`src/cptg_pkg.sv`:
```
// Shared types and constants for the counted pulse train generator.
// No dependencies; imported by every module of the block.
package cptg_pkg;

  localparam int unsigned DATA_W    = 32;
  localparam int unsigned PHASE_W   = 33;
  localparam int unsigned CFG_IDX_W = 4;

  // configuration register indexes
  localparam logic [CFG_IDX_W-1:0] REG_HIGH_WIDTH  = 4'd0;
  localparam logic [CFG_IDX_W-1:0] REG_LOW_WIDTH   = 4'd1;
  localparam logic [CFG_IDX_W-1:0] REG_BURST_COUNT = 4'd2;
  localparam logic [CFG_IDX_W-1:0] REG_LEVEL_VALUE = 4'd3;

  localparam logic [DATA_W-1:0] LEVEL_RESET = 32'd1;

  typedef struct packed {
    logic [DATA_W-1:0] high_width;
    logic [DATA_W-1:0] low_width;
    logic [DATA_W-1:0] burst_count;
    logic [DATA_W-1:0] level_value;
  } cfg_t;

  typedef struct packed {
    logic [DATA_W-1:0] pin_value;
    logic [DATA_W-1:0] pulses_left;
    logic              finished;
    logic              running;
  } result_t;

endpackage

```
`src/counted_pulse_train_generator_top.sv`:
```
// Counted pulse train generator: one result word for every input word.
// The input word passes through the input register, then the result register.
// Throughput: one word per cycle unless the result stalls; cptg_core closes its state loop.
// A stalled result holds the input register; the input stalls only when both are full.
// Synchronous active-high reset clears the generator state, empties both registers,
// and loads the configuration defaults (level value 1, all others 0).
module counted_pulse_train_generator_top (
  input  logic                           clk,
  input  logic                           rst,
  input  logic                           in_valid,
  output logic                           in_stall,
  input  logic                           tick,
  input  logic                           start_req,
  output logic                           out_valid,
  input  logic                           out_stall,
  output logic [cptg_pkg::DATA_W-1:0]    pin_value,
  output logic [cptg_pkg::DATA_W-1:0]    pulses_left,
  output logic                           finished,
  output logic                           running,
  input  logic                           cfg_valid,
  output logic                           cfg_ready,
  input  logic [cptg_pkg::CFG_IDX_W-1:0] cfg_index,
  input  logic [cptg_pkg::DATA_W-1:0]    cfg_data
);
  import cptg_pkg::*;

  cfg_t    cfg;
  result_t result;
  logic    s1_valid;
  logic    s1_tick;
  logic    s1_start;
  logic    advance;

  cptg_cfg u_cfg (
    .clk       (clk),
    .rst       (rst),
    .cfg_valid (cfg_valid),
    .cfg_ready (cfg_ready),
    .cfg_index (cfg_index),
    .cfg_data  (cfg_data),
    .cfg       (cfg)
  );

  // pipeline flow control
  assign advance  = s1_valid && (!out_valid || !out_stall);
  assign in_stall = s1_valid && !advance;

  // input register
  always_ff @(posedge clk) begin
    if (rst) begin
      s1_valid <= 1'b0;
    end else if (!in_stall) begin
      s1_valid <= in_valid;
    end
  end

  always_ff @(posedge clk) begin
    if (in_valid && !in_stall) begin
      s1_tick  <= tick;
      s1_start <= start_req;
    end
  end

  cptg_core u_core (
    .clk       (clk),
    .rst       (rst),
    .advance   (advance),
    .tick      (s1_tick),
    .start_req (s1_start),
    .cfg       (cfg),
    .result    (result)
  );

  // result register
  always_ff @(posedge clk) begin
    if (rst) begin
      out_valid <= 1'b0;
    end else if (advance) begin
      out_valid <= 1'b1;
    end else if (!out_stall) begin
      out_valid <= 1'b0;
    end
  end

  always_ff @(posedge clk) begin
    if (advance) begin
      pin_value   <= result.pin_value;
      pulses_left <= result.pulses_left;
      finished    <= result.finished;
      running     <= result.running;
    end
  end

endmodule

```
`src/cptg_cfg.sv`:
```
// Configuration register file for the counted pulse train generator.
// Depends on cptg_pkg for register indexes and the cfg_t bundle.
module cptg_cfg (
  input  logic                           clk,
  input  logic                           rst,
  input  logic                           cfg_valid,
  output logic                           cfg_ready,
  input  logic [cptg_pkg::CFG_IDX_W-1:0] cfg_index,
  input  logic [cptg_pkg::DATA_W-1:0]    cfg_data,
  output cptg_pkg::cfg_t                 cfg
);
  import cptg_pkg::*;

  // writes are always taken
  assign cfg_ready = 1'b1;

  // register writes, unknown indexes are dropped
  always_ff @(posedge clk) begin
    if (rst) begin
      cfg.high_width  <= '0;
      cfg.low_width   <= '0;
      cfg.burst_count <= '0;
      cfg.level_value <= LEVEL_RESET;
    end else if (cfg_valid && cfg_ready) begin
      case (cfg_index)
        REG_HIGH_WIDTH:  cfg.high_width  <= cfg_data;
        REG_LOW_WIDTH:   cfg.low_width   <= cfg_data;
        REG_BURST_COUNT: cfg.burst_count <= cfg_data;
        REG_LEVEL_VALUE: cfg.level_value <= cfg_data;
        default: ;
      endcase
    end
  end

endmodule

```
`src/cptg_core.sv`:
```
// Generator state (phase, completed periods, run flag, pin) and its
// update for one word. Depends on cptg_pkg.
module cptg_core (
  input  logic              clk,
  input  logic              rst,
  input  logic              advance,
  input  logic              tick,
  input  logic              start_req,
  input  cptg_pkg::cfg_t    cfg,
  output cptg_pkg::result_t result
);
  import cptg_pkg::*;

  logic [PHASE_W-1:0] phase_count, phase_count_next;
  logic [DATA_W-1:0]  periods_done, periods_done_next;
  logic               active_flag, active_flag_next;
  logic [DATA_W-1:0]  pin_register, pin_register_next;

  logic [PHASE_W-1:0] period;
  logic [PHASE_W-1:0] half;
  logic [PHASE_W-1:0] phase_inc;
  logic               period_zero;
  logic               tick_go;
  logic               eval_do;
  logic               above_half;
  logic [DATA_W-1:0]  diff;
  logic [DATA_W-1:0]  remain;
  logic               done;

  // period and its half
  assign period      = {1'b0, cfg.high_width} + {1'b0, cfg.low_width};
  assign half        = period >> 1;
  assign period_zero = (period == '0);
  assign tick_go     = tick && active_flag && !period_zero;
  assign phase_inc   = phase_count + {{(PHASE_W-1){1'b0}}, 1'b1};

  // phase and period bookkeeping
  always_comb begin
    phase_count_next  = phase_count;
    periods_done_next = periods_done;
    if (start_req) begin
      phase_count_next  = '0;
      periods_done_next = '0;
    end else if (tick_go) begin
      if (phase_inc >= period) begin
        phase_count_next = '0;
        if (periods_done != {DATA_W{1'b1}}) begin
          periods_done_next = periods_done + {{(DATA_W-1){1'b0}}, 1'b1};
        end
      end else begin
        phase_count_next = phase_inc;
      end
    end
  end

  // remaining pulses from the updated state
  assign above_half = phase_count_next > half;
  assign diff       = cfg.burst_count - periods_done_next;
  always_comb begin
    if (cfg.burst_count == '0 || periods_done_next >= cfg.burst_count) begin
      remain = '0;
    end else begin
      remain = diff - {{(DATA_W-1){1'b0}}, above_half};
    end
  end
  assign done    = (cfg.burst_count != '0) && (remain == '0);
  assign eval_do = (start_req || tick_go) && !period_zero;

  // pin level and run flag
  always_comb begin
    pin_register_next = pin_register;
    active_flag_next  = start_req ? 1'b1 : active_flag;
    if (eval_do) begin
      if (done) begin
        pin_register_next = '0;
        active_flag_next  = 1'b0;
      end else if (phase_count_next < {1'b0, cfg.high_width}) begin
        if (pin_register == '0) begin
          pin_register_next = cfg.level_value;
        end
      end else begin
        pin_register_next = '0;
      end
    end
  end

  // result word for this item
  assign result.pin_value   = pin_register_next;
  assign result.pulses_left = active_flag_next ? remain : '0;
  assign result.finished    = eval_do && done;
  assign result.running     = active_flag_next;

  // state registers
  always_ff @(posedge clk) begin
    if (rst) begin
      phase_count  <= '0;
      periods_done <= '0;
      active_flag  <= 1'b0;
      pin_register <= '0;
    end else if (advance) begin
      phase_count  <= phase_count_next;
      periods_done <= periods_done_next;
      active_flag  <= active_flag_next;
      pin_register <= pin_register_next;
    end
  end

endmodule

```
`config.mk`:
```
export PLATFORM = sky130hd
export DESIGN_NAME = counted_pulse_train_generator_top
export DESIGN_NICKNAME = d
export VERILOG_FILES = /design/src/cptg_pkg.sv /design/src/counted_pulse_train_generator_top.sv /design/src/cptg_cfg.sv /design/src/cptg_core.sv
export SDC_FILE = /design/constraint.sdc
export NUM_CORES = 1
export LEC_CHECK = 0
export BUFFER_PORTS_ARGS = -buffer_cell sky130_fd_sc_hd__buf_2
export CAP_MARGIN = 20
export CELL_PAD_IN_SITES_DETAIL_PLACEMENT = 1
export CELL_PAD_IN_SITES_GLOBAL_PLACEMENT = 1
export CORE_MARGIN = 2
export CORE_UTILIZATION = 47
export DETAILED_ROUTE_END_ITERATION = 10
export GPL_TIMING_DRIVEN = 0
export MAX_ROUTING_LAYER = met4
export PLACE_DENSITY_LB_ADDON = 0.1
export SYNTH_ARGS = -nofsm -noshare
export SYNTH_HDL_FRONTEND = slang
export SYNTH_SLANG_ARGS = --single-unit
```
`constraint.sdc`:
```
create_clock -name clk -period 12.5 [get_ports clk]
set_clock_uncertainty 0.05 [all_clocks]
set_input_delay 0 -clock clk [delete_from_list [all_inputs] [get_ports clk]]
set_output_delay 0 -clock clk [all_outputs]
set_load 0.005 [all_outputs]
```
==> flow_metrics.env, run 1 <==
export IMPL_status="complete, no violations"
export IMPL_firstDrtPassIters=5
export IMPL_leakage_nw=10.21
export IMPL_slew_violations=0
export IMPL_grt_pass1_vias=24030
export IMPL_antenna_found_initial=4
export IMPL_grt_use_total_pct=37.03
export IMPL_synth_area_leaders="dfxtp_1 20%, ha_1 12%, edfxtp_1 9.1%"
export IMPL_crit_path_max_incr_delay_ps=520
export IMPL_synth_top_area_cell="dfxtp_1"
export IMPL_r2r_start="u_cfg.cfg[96]$_SDFFE_PP0P_"
export IMPL_avgRoutedWirePerCell_um=24.58
export IMPL_design_core_area_mm2=0.04675
export IMPL_synthCells=2848
export IMPL_maxSlewHeadroom_pct=18.00
export IMPL_postRouteAntennaNets=0
export IMPL_syn_area_per_cell_um2=7.865
export IMPL_die_w_um=222.3
export IMPL_synth_edf_count=68
export IMPL_layout_nets=3334
export IMPL_cp_required_ps=12760
export IMPL_setup_tns_ps=0
export IMPL_final_min_period_over_clock_period_pct=96.02
export IMPL_fin_total_pwr_mw=2.588
export IMPL_ys_top_cells_by_count="446 x nand2_1, 262 x a21oi_1, 228 x dfxtp_1"
export IMPL_dpl_worst_slack_ps=-1450
export IMPL_hpwl_mm=70.72
export IMPL_finalWorstSetupSlack_ps=497.8
export IMPL_max_freq_mhz=83.32
export IMPL_grt_pass1_wl_mm=138.6
export IMPL_numCtsBuffers=37
export IMPL_cp_arrival_ps=12260
export IMPL_cts_tree="done"
export IMPL_async_flop_share_pct=0
export IMPL_drt_total_wl_mm=90.72
export IMPL_globalplace_congestion=0.9559
export IMPL_numClockSinks=296
export IMPL_path_class="flop to flop"
export IMPL_syn_area_mm2=0.02240
export IMPL_route_detailed_drc=0
export IMPL_worstSetupEndpointType="flop"
export IMPL_synth_seq_area_share_pct=29.49
export IMPL_finalHoldViolations=0
export IMPL_path_common_cell="a21oi_1"
export IMPL_root_buffer="clkbuf_16"
export IMPL_maxCapViolations=0
export IMPL_vias=23190
export IMPL_die_h_um=222.3
export IMPL_cp_slowest_cell="or4bb_1"
export IMPL_setup_violations=0
export IMPL_vias_per_cell=6.283
export IMPL_synth_top_area_share_pct=20.38
export IMPL_syn_num_nets=3130
export IMPL_grt_overflow=0
export IMPL_yosys_warnings=0
export IMPL_dieArea_mm2=0.04942
export IMPL_ioPinCount=112
export IMPL_syn_to_final_growth_pct=14.29
export IMPL_grt_start_max_net_pins=76
export IMPL_synthFlopType="dfxtp_1"
export IMPL_synth_cell_types=98
export IMPL_r2r_end="pulses_left[17]$_SDFFCE_PN0P_"
export IMPL_drive_gt1_share_pct=9.643
export IMPL_reg2reg_depth=49
export IMPL_startpoint_type="flop"
export IMPL_synth_seq_cells=296
export IMPL_r2r_slack_ps=500
export IMPL_clk_latency_ps=580
export IMPL_ir_drop_mv=0.09871
export IMPL_hold_path_class="input pin to flop"
export IMPL_clk_path_buf_depth=3
export IMPL_power_per_cell_area_mw_per_mm2=101.1
export IMPL_fin_crit_ps=12000
export IMPL_crit_path_start="u_cfg.cfg[96]$_SDFFE_PP0P_"
export IMPL_port_buffers=109
export IMPL_cp_endpoint="pulses_left[17]$_SDFFCE_PN0P_"
export IMPL_cts_max_level=2
export IMPL_critical_path_max_fanout=10
export IMPL_drt_initial_drc_count=1626
export IMPL_synth_most_common_cell="nand2_1"
export IMPL_start_util_pct=47.91
export IMPL_row_count=79
export IMPL_path_clk_slew_ps=70
export IMPL_worst_slew_pin_slew_ps=1214
[power breakdown]
part	switching, mW	internal [mW]
logic	0.349	0.164
clock network	0.462	0.604
registers	0.0121	0.997
[kinds of logic (layout without fill, tap and decap cells)]
kind of cell | after synthesis | count (layout) | synth area share (%)
compound gates | 801 | 801 | 23.65
flops | 296 | 296 | 29.49
buf+inv | 340 | 572 | 6.144
fa+ha+maj | 239 | 239 | 13.95
xor+xnor | 91 | 91 | 3.558
mux | 14 | 14 | 0.6368
simple gates | 1066 | 1066 | 22.55
other cells | 1 | 5 | 0.01674
[layout by cell type (no fill, tap or decap), types with 38 or more instances in the layout]
master and count:
nor2_1 173, a21oi_1 260, o21ai_0 135, a21o_1 85
nor4_1 44, clkbuf_1 116, nand3_1 101, inv_1 181
nand2_1 445, buf_2 136, nor3_1 47, xnor2_1 53
dfxtp_1 227, ha_1 221, clkbuf_16 38, dlygate4sd3_1 46
edfxtp_1 68, nand4_1 56
[worst max-delay path, delay by kind of cell, from the launching register on]
family                     cells  cell delay [ps]
AOI/OAI and AO/OA             28             5550
adders and majority gates      7             2510
and+or+nand+nor               10             2310
buffers and inverters          3              660
DFF                            1              400
xor gates and xnor gates       1              220
[cell type report]
type	count	area, µm²
Clock buffer	50	1026
Tap cell	607	759.5
Inverter	184	690.7
Buffer	155	711.9
Sequential cell	296	6608
Antenna cell	4	10.01
Multi-Input combinational cell	2212	14560
Fill cell	5795	21150
Timing Repair Buffer	166	1086
Clock inverter	17	145.1
[through the flow]
step                cell area (µm²)  utilization, %  hold WS [ps]  cells
global placement              23710           50.70         127.2   3564
finish                        25600           54.76         83.27   3691
global route                  25600           54.76         82.38   3691
detailed placement            23710           50.72         132.4   3565
floorplan                     22400               -         48.87   2848
CTS                           25450           54.44         8.523   3677
[timing repair]
action | in CTS | in global routing
setup endpoints to repair | 96 | 96
buffers inserted | 0 | 10
hold buffers | 46 | 0
endpoints found under the hold margin | 134 | 0
pin swaps | 1 | 12
resized for setup | 23 | 23
[flip-flops by register name (all words and copies together) (netlist names)]
name,count
u_core.phase_count,33
u_core.pin_register,32
pulses_left,32
u_cfg.cfg,128
s1_valid,1
out_valid,1
finished,1
u_core.active_flag,1
running,1
u_core.periods_done,32
pin_value,32
s1_start,1
s1_tick,1
[layer usage]
| metal | vias up | GRT usage (%) | wire [µm] |
|---|---|---|---|
| li1 | 10630 | - | - |
| met1 | 11450 | 42.63 | 36710 |
| met2 | 796 | 61.65 | 43150 |
| met3 | 317 | 5.052 | 4767 |
| met4 | 0 | 21.90 | 6092 |
| met5 | - | - | 0 |
[how the worst min path moves through the flow]
stage,startpoint,to,slack (ps),cells after the start
floorplan,start_req,s1_start$_DFFE_PP_,50,0
CTS,cfg_index[3],u_cfg.cfg[46]$_SDFFE_PP0P_,9,5
global placement,start_req,s1_start$_DFFE_PP_,130,1
global route,start_req,s1_start$_DFFE_PP_,80,2
detailed placement,tick,s1_tick$_DFFE_PP_,130,1
finish,cfg_index[3],u_cfg.cfg[46]$_SDFFE_PP0P_,80,5
Power figures use the tool's default switching activity.
==> run 2, diff against run 1 <==
--- a/config.mk
+++ b/config.mk
@@ -10,7 +10,9 @@
 export CELL_PAD_IN_SITES_DETAIL_PLACEMENT = 1
 export CELL_PAD_IN_SITES_GLOBAL_PLACEMENT = 1
 export CORE_MARGIN = 2
-export CORE_UTILIZATION = 47
+export CORE_UTILIZATION = 48
+export CTS_BUF_LIST = sky130_fd_sc_hd__clkbuf_4 sky130_fd_sc_hd__clkbuf_8
+export CTS_CLUSTER_SIZE = 16
 export DETAILED_ROUTE_END_ITERATION = 10
 export GPL_TIMING_DRIVEN = 0
 export MAX_ROUTING_LAYER = met4
==> run 2 against run 1 <==
Design area grew 0.24%. Worst hold slack improved by 58 ps. Total power shrank 1.7%. Register-to-register slack improved by 170 ps. Critical endpoint is now pulses_left[18]$_SDFFCE_PN0P_.
==> flow_metrics.env, run 2 (synthesized netlist as in run 1, its figures left out) <==
export IMPL_regMostFlops="u_cfg.cfg"
export IMPL_cp_required_ps=12860
export IMPL_grt_overflow=0
export IMPL_critical_path_max_fanout=10
export IMPL_dr_wl_met3_mm=4.967
export IMPL_vias=23200
export IMPL_grt_pass1_wl_mm=134.7
export IMPL_cts_max_level=2
export IMPL_max_freq_mhz=84.53
export IMPL_crit_path_max_incr_delay_ps=530
export IMPL_drt_initial_drc_count=1450
export IMPL_setup_tns_ps=0
export IMPL_cp_arrival_ps=12190
export IMPL_final_cell_mix="446 x nand2_1, 259 x a21oi_1, 228 x dfxtp_1, 221 x ha_1, 181 x inv_1"
export IMPL_path_delay_family="compound AO/OA/AOI/OAI gates"
export IMPL_firstDrtPassIters=6
export IMPL_vias_per_cell=6.227
export IMPL_routed_top_layer="met4"
export IMPL_reg_top3="u_cfg.cfg: 128 flops, u_core.phase_count: 33 flops"
export IMPL_clk_path_buf_depth=3
export IMPL_power_per_cell_area_mw_per_mm2=99.12
export IMPL_grt_pass1_vias=23680
export IMPL_cts_tree="done"
export IMPL_startpoint_type="flop"
export IMPL_path_common_cell="a21oi_1"
export IMPL_fin_crit_ps=11830
export IMPL_maxSlewHeadroom_pct=21.40
export IMPL_dieArea_mm2=0.04841
export IMPL_die_h_um=220.0
export IMPL_worst_slew_pin_slew_ps=1164
export IMPL_wirelength_met1_mm=35.32
export IMPL_min_to="u_cfg.cfg[127]$_SDFFE_PP0P_"
export IMPL_ir_drop_mv=0.1470
export IMPL_drt_total_wl_mm=89.24
export IMPL_largest_register_ffs=128
export IMPL_slew_violations=0
export IMPL_hold_path_class="input pin to flop"
export IMPL_maxCapViolations=0
export IMPL_hold_start="cfg_data[31]"
export IMPL_clk_latency_ps=690
export IMPL_status="complete, no violations"
export IMPL_r2r_end="pulses_left[18]$_SDFFCE_PN0P_"
export IMPL_final_min_period_over_clock_period_pct=94.64
export IMPL_root_buffer="clkbuf_8"
export IMPL_start_util_pct=48.42
export IMPL_drive_gt1_share_pct=10.98
export IMPL_row_count=79
export IMPL_crit_buf_inv=3
export IMPL_numClockSinks=296
export IMPL_syn_to_final_growth_pct=14.57
export IMPL_grt_use_total_pct=37.32
export IMPL_crit_path_start="u_cfg.cfg[96]$_SDFFE_PP0P_"
export IMPL_postRouteAntennaNets=0
export IMPL_avgRoutedWirePerCell_um=23.95
export IMPL_path_class="flop to flop"
export IMPL_port_buffers=109
export IMPL_hpwl_mm=69.45
export IMPL_setup_violations=0
export IMPL_die_w_um=220.0
export IMPL_rsz0062_at_grt="no"
export IMPL_dpl_worst_slack_ps=-1303
export IMPL_finalHoldViolations=0
export IMPL_wl_met2_mm=43.21
export IMPL_ioPinCount=112
export IMPL_design_core_area_mm2=0.04626
export IMPL_antenna_found_initial=3
export IMPL_whs_path_depth=4
export IMPL_numCtsBuffers=54
export IMPL_globalplace_congestion=0.9852
export IMPL_route_detailed_drc=0
export IMPL_layout_nets=3358
export IMPL_finalWorstSetupSlack_ps=669.4
export IMPL_worstSetupEndpointType="flop"
export IMPL_path_clk_slew_ps=70
export IMPL_r2r_start="u_cfg.cfg[96]$_SDFFE_PP0P_"
export IMPL_r2r_slack_ps=670
export IMPL_final_core_util_pct=55.48
export IMPL_cp_slowest_cell="or4bb_1"
export IMPL_reg2reg_depth=51
export IMPL_leakage_nw=10.30
export IMPL_grt_start_max_net_pins=76
export IMPL_final_common_cell="nand2_1"
[run 2: cell types whose count changed in the layout (fill, tap and decap cells not counted), sizes merged]
cell	delta
clkinvlp	+2
clkbuf	+16
dlygate4sd3	+4
inv	-1
clkinv	+6
buf	+6
bufinv	+3
diode	-1
[run 2: worst reg2reg max path: cells and delay by family, from the launching register on]
kind                     cells  cell delay (ps)
AO/OA/AOI/OAI               24             4150
XOR/XNOR                     1              330
adder cells (fa/ha/maj)      7             2440
buffers and inverters        3              630
flip-flops                   1              380
AND/OR/NAND/NOR             16             3630
[run 2: worst max-delay path by stage]
stage               cells past startpoint  slack (ps)                            end
floorplan                              50        2440  pulses_left[25]$_SDFFCE_PN0P_
global placement                       48       -1260  pulses_left[25]$_SDFFCE_PN0P_
detailed placement                     53       -1300  pulses_left[22]$_SDFFCE_PN0P_
CTS                                    53          20  pulses_left[22]$_SDFFCE_PN0P_
global route                           51          10  pulses_left[18]$_SDFFCE_PN0P_
finish                                 51         670  pulses_left[18]$_SDFFCE_PN0P_
[run 2: layer usage]
metal,up-vias,track usage [%]
met3,321,5.452
met5,-,-
met4,0,21.45
li1,10680,-
met2,814,63.34
met1,11380,41.92
[run 2: layout make-up]
type	instances	area, µm²
Inverter	184	690.7
Clock buffer	69	874.6
Sequential cell	296	6606
Multi-Input combinational cell	2212	14600
Timing Repair Buffer	175	1164
Clock inverter	27	257.7
Buffer	153	705.7
Antenna cell	3	7.507
Fill cell	5743	20600
Tap cell	607	759.5
[run 2: per-stage QoR]
step | total power [mW] | hold WS (ps) | cell area (µm²) | cells
global placement | 1.475 | 127.0 | 23710 | 3564
finish | 2.544 | 141.6 | 25660 | 3726
detailed placement | 1.489 | 133.2 | 23710 | 3565
CTS | 2.509 | 109.6 | 25420 | 3710
floorplan | 1.313 | 48.87 | 22400 | 2848
global route | 2.623 | 130.1 | 25660 | 3726
[run 2: power breakdown]
group,switching (mW),internal [mW]
registers,0.0117,0.997
logic,0.350,0.168
clock network,0.471,0.546
[run 2: repair_timing]
item,in CTS,in global routing
hold endpoints to repair,137,0
pin swaps,1,18
resized for setup,18,39
setup endpoints to repair,96,96
buffers inserted,0,15
hold buffers,50,0
==> run 3, diff against run 2 <==
--- a/config.mk
+++ b/config.mk
@@ -10,7 +10,7 @@
 export CELL_PAD_IN_SITES_DETAIL_PLACEMENT = 1
 export CELL_PAD_IN_SITES_GLOBAL_PLACEMENT = 1
 export CORE_MARGIN = 2
-export CORE_UTILIZATION = 48
+export CORE_UTILIZATION = 28
 export CTS_BUF_LIST = sky130_fd_sc_hd__clkbuf_4 sky130_fd_sc_hd__clkbuf_8
 export CTS_CLUSTER_SIZE = 16
 export DETAILED_ROUTE_END_ITERATION = 10
==> run 3 against run 2 <==
Non-clock buffer count grew 7. Clock power grew 20%. Critical path depth fell by 3. Utilization fell by 22 points. Critical endpoint is now pin_value[4]$_DFFE_PP_. Largest cell class unchanged. Highest routed layer unchanged.
==> flow_metrics.env, run 3 (synthesized netlist as in run 1, its figures left out) <==
export IMPL_cts_max_level=2
export IMPL_grt_overflow=0
export IMPL_layout_nets=3372
export IMPL_dieArea_mm2=0.08228
export IMPL_finalHoldViolations=0
export IMPL_globalplace_congestion=0.8922
export IMPL_fin_total_pwr_mw=2.772
export IMPL_cp_arrival_ps=12370
export IMPL_port_buffers=109
export IMPL_path_clk_slew_ps=60
export IMPL_largest_register_ffs=128
export IMPL_clk_path_buf_depth=3
export IMPL_design_core_area_mm2=0.07913
export IMPL_power_frac_clock_pct=43.9
export IMPL_p_seq_share_pct=36.4
export IMPL_setup_violations=0
export IMPL_drt_initial_drc_count=1287
export IMPL_row_count=103
export IMPL_finish_instance_area_mm2=0.02668
export IMPL_numClockSinks=296
export IMPL_hold_path_class="input pin to flop"
export IMPL_path_class="flop to flop"
export IMPL_ioPinCount=112
export IMPL_path_delay_family="compound AO/OA/AOI/OAI gates"
export IMPL_maxSlewHeadroom_pct=29.51
export IMPL_intPower_mw=1.889
export IMPL_grt_use_total_pct=24.08
export IMPL_crit_buf_inv=2
export IMPL_dpl_worst_slack_ps=-2011
export IMPL_path_common_cell="a21oi_1"
export IMPL_final_min_period_over_clock_period_pct=95.73
export IMPL_slew_violations=0
export IMPL_cp_slowest_cell="or4bb_1"
export IMPL_clk_latency_ps=730
export IMPL_leakage_nw=10.50
export IMPL_max_freq_mhz=83.57
export IMPL_final_common_cell="nand2_1"
export IMPL_final_core_util_pct=33.72
export IMPL_die_h_um=286.8
export IMPL_antenna_found_initial=3
export IMPL_pwr_share_comb_pct=19.8
export IMPL_fillers=9642
export IMPL_avgRoutedWirePerCell_um=23.27
export IMPL_vias=22500
export IMPL_final_cell_mix="444 x nand2_1, 258 x a21oi_1, 228 x dfxtp_1, 221 x ha_1, 181 x inv_1"
export IMPL_grt_pass1_vias=23400
export IMPL_grt_start_max_net_pins=52
export IMPL_maxCapViolations=0
export IMPL_postRouteAntennaNets=0
export IMPL_syn_to_final_growth_pct=19.10
export IMPL_worstSetupEndpointType="flop"
export IMPL_setup_tns_ps=0
export IMPL_finalWorstSetupSlack_ps=533.8
export IMPL_numCtsBuffers=61
export IMPL_cts_tree="done"
export IMPL_critical_path_max_fanout=10
export IMPL_drive_gt1_share_pct=12.12
export IMPL_hpwl_mm=78.07
export IMPL_place_area_mm2=0.02431
export IMPL_fin_crit_ps=11970
export IMPL_instances_no_fill=4197
export IMPL_route_detailed_drc=0
export IMPL_root_buffer="clkbuf_8"
export IMPL_firstDrtPassIters=4
export IMPL_grt_pass1_wl_mm=146.6
export IMPL_regMostFlops="u_cfg.cfg"
export IMPL_start_util_pct=28.31
export IMPL_r2r_slack_ps=530
export IMPL_power_switching_mw=0.8828
export IMPL_startpoint_type="flop"
export IMPL_fin_hold_ws_ps=112.2
export IMPL_vias_per_cell=5.361
export IMPL_reg_top3="u_cfg.cfg: 128 flops, u_core.phase_count: 33 flops"
export IMPL_status="complete, no violations"
export IMPL_cp_required_ps=12910
export IMPL_drt_total_wl_mm=97.67
export IMPL_ir_drop_mv=0.06931
export IMPL_p_sw_share_pct=31.85
export IMPL_crit_path_max_incr_delay_ps=550
export IMPL_die_w_um=286.8
export IMPL_place_inst=4010
export IMPL_power_per_cell_area_mw_per_mm2=103.9
export IMPL_worst_slew_pin_slew_ps=1044
## run 3: changes by cell type in the layout (fill, tap and decap cells not counted), moves of 3 or more
| cell | before | now |
|---|---|---|
| clkinv_2 | 15 | 4 |
| clkbuf_8 | 57 | 77 |
| clkbuf_1 | 104 | 101 |
| clkbuf_4 | 16 | 31 |
| buf_4 | 18 | 22 |
| clkbuf_2 | 4 | 7 |
| dlygate4sd3_1 | 50 | 54 |
| nor4_2 | 1 | 4 |
## run 3: power by group through the flow
stage               registers [mW]  clock network, mW  logic, mW
floorplan                     1.03                  0      0.287
global placement              1.03                  0      0.491
detailed placement            1.03                  0      0.498
CTS                           1.01               1.25      0.530
global route                  1.01               1.29      0.593
finish                        1.01               1.22      0.548
## run 3: routing by layer
| layer | vias to the layer above | track usage [%] | routed length [µm] |
|---|---|---|---|
| met1 | 11190 | 29.64 | 43750 |
| met5 | - | - | 0 |
| met4 | 0 | 7.474 | 3208 |
| met3 | 148 | 2.325 | 3162 |
| li1 | 10760 | - | - |
| met2 | 411 | 41.50 | 47550 |
## run 3: final cells by class
type	count	area, µm²	share of cell area, %
multi-input combinational	2212	14650	54.90
clock buffer	103	1249	4.680
tap	1050	1314	4.924
clock inverter	13	200.2	0.7504
sequential	296	6606	24.76
inverter	184	690.7	2.589
timing repair buffer	183	1256	4.709
buffer	152	706.9	2.650
antenna	4	10.01	0.03752
## run 3: worst paths after layout
| kind | from | end | cells past startpoint |
|---|---|---|---|
| worst min register to register | u_cfg.cfg[69]$_SDFFE_PP0P_ | u_cfg.cfg[69]$_SDFFE_PP0P_ | 2 |
| worst min-delay path | cfg_data[29] | u_cfg.cfg[29]$_SDFFE_PP0P_ | 4 |
| worst max-delay path | u_cfg.cfg[96]$_SDFFE_PP0P_ | pin_value[4]$_DFFE_PP_ | 48 |
| worst max register to register | u_cfg.cfg[96]$_SDFFE_PP0P_ | pin_value[4]$_DFFE_PP_ | 48 |
## run 3: tightest hold or removal path: cells and delay by family
family,cells,cell delay [ps]
AO/OA/AOI/OAI,1,50
buffers and inverters,2,710
AND/OR/NAND/NOR,1,70
## run 3: what timing repair did
item | 4_1_cts | 5_1_grt
hold buffers | 54 | 0
buffers inserted | 3 | 14
resized for setup | 37 | 33
pin swaps | 7 | 16
setup endpoints to repair | 98 | 96
hold endpoints to repair | 142 | 0
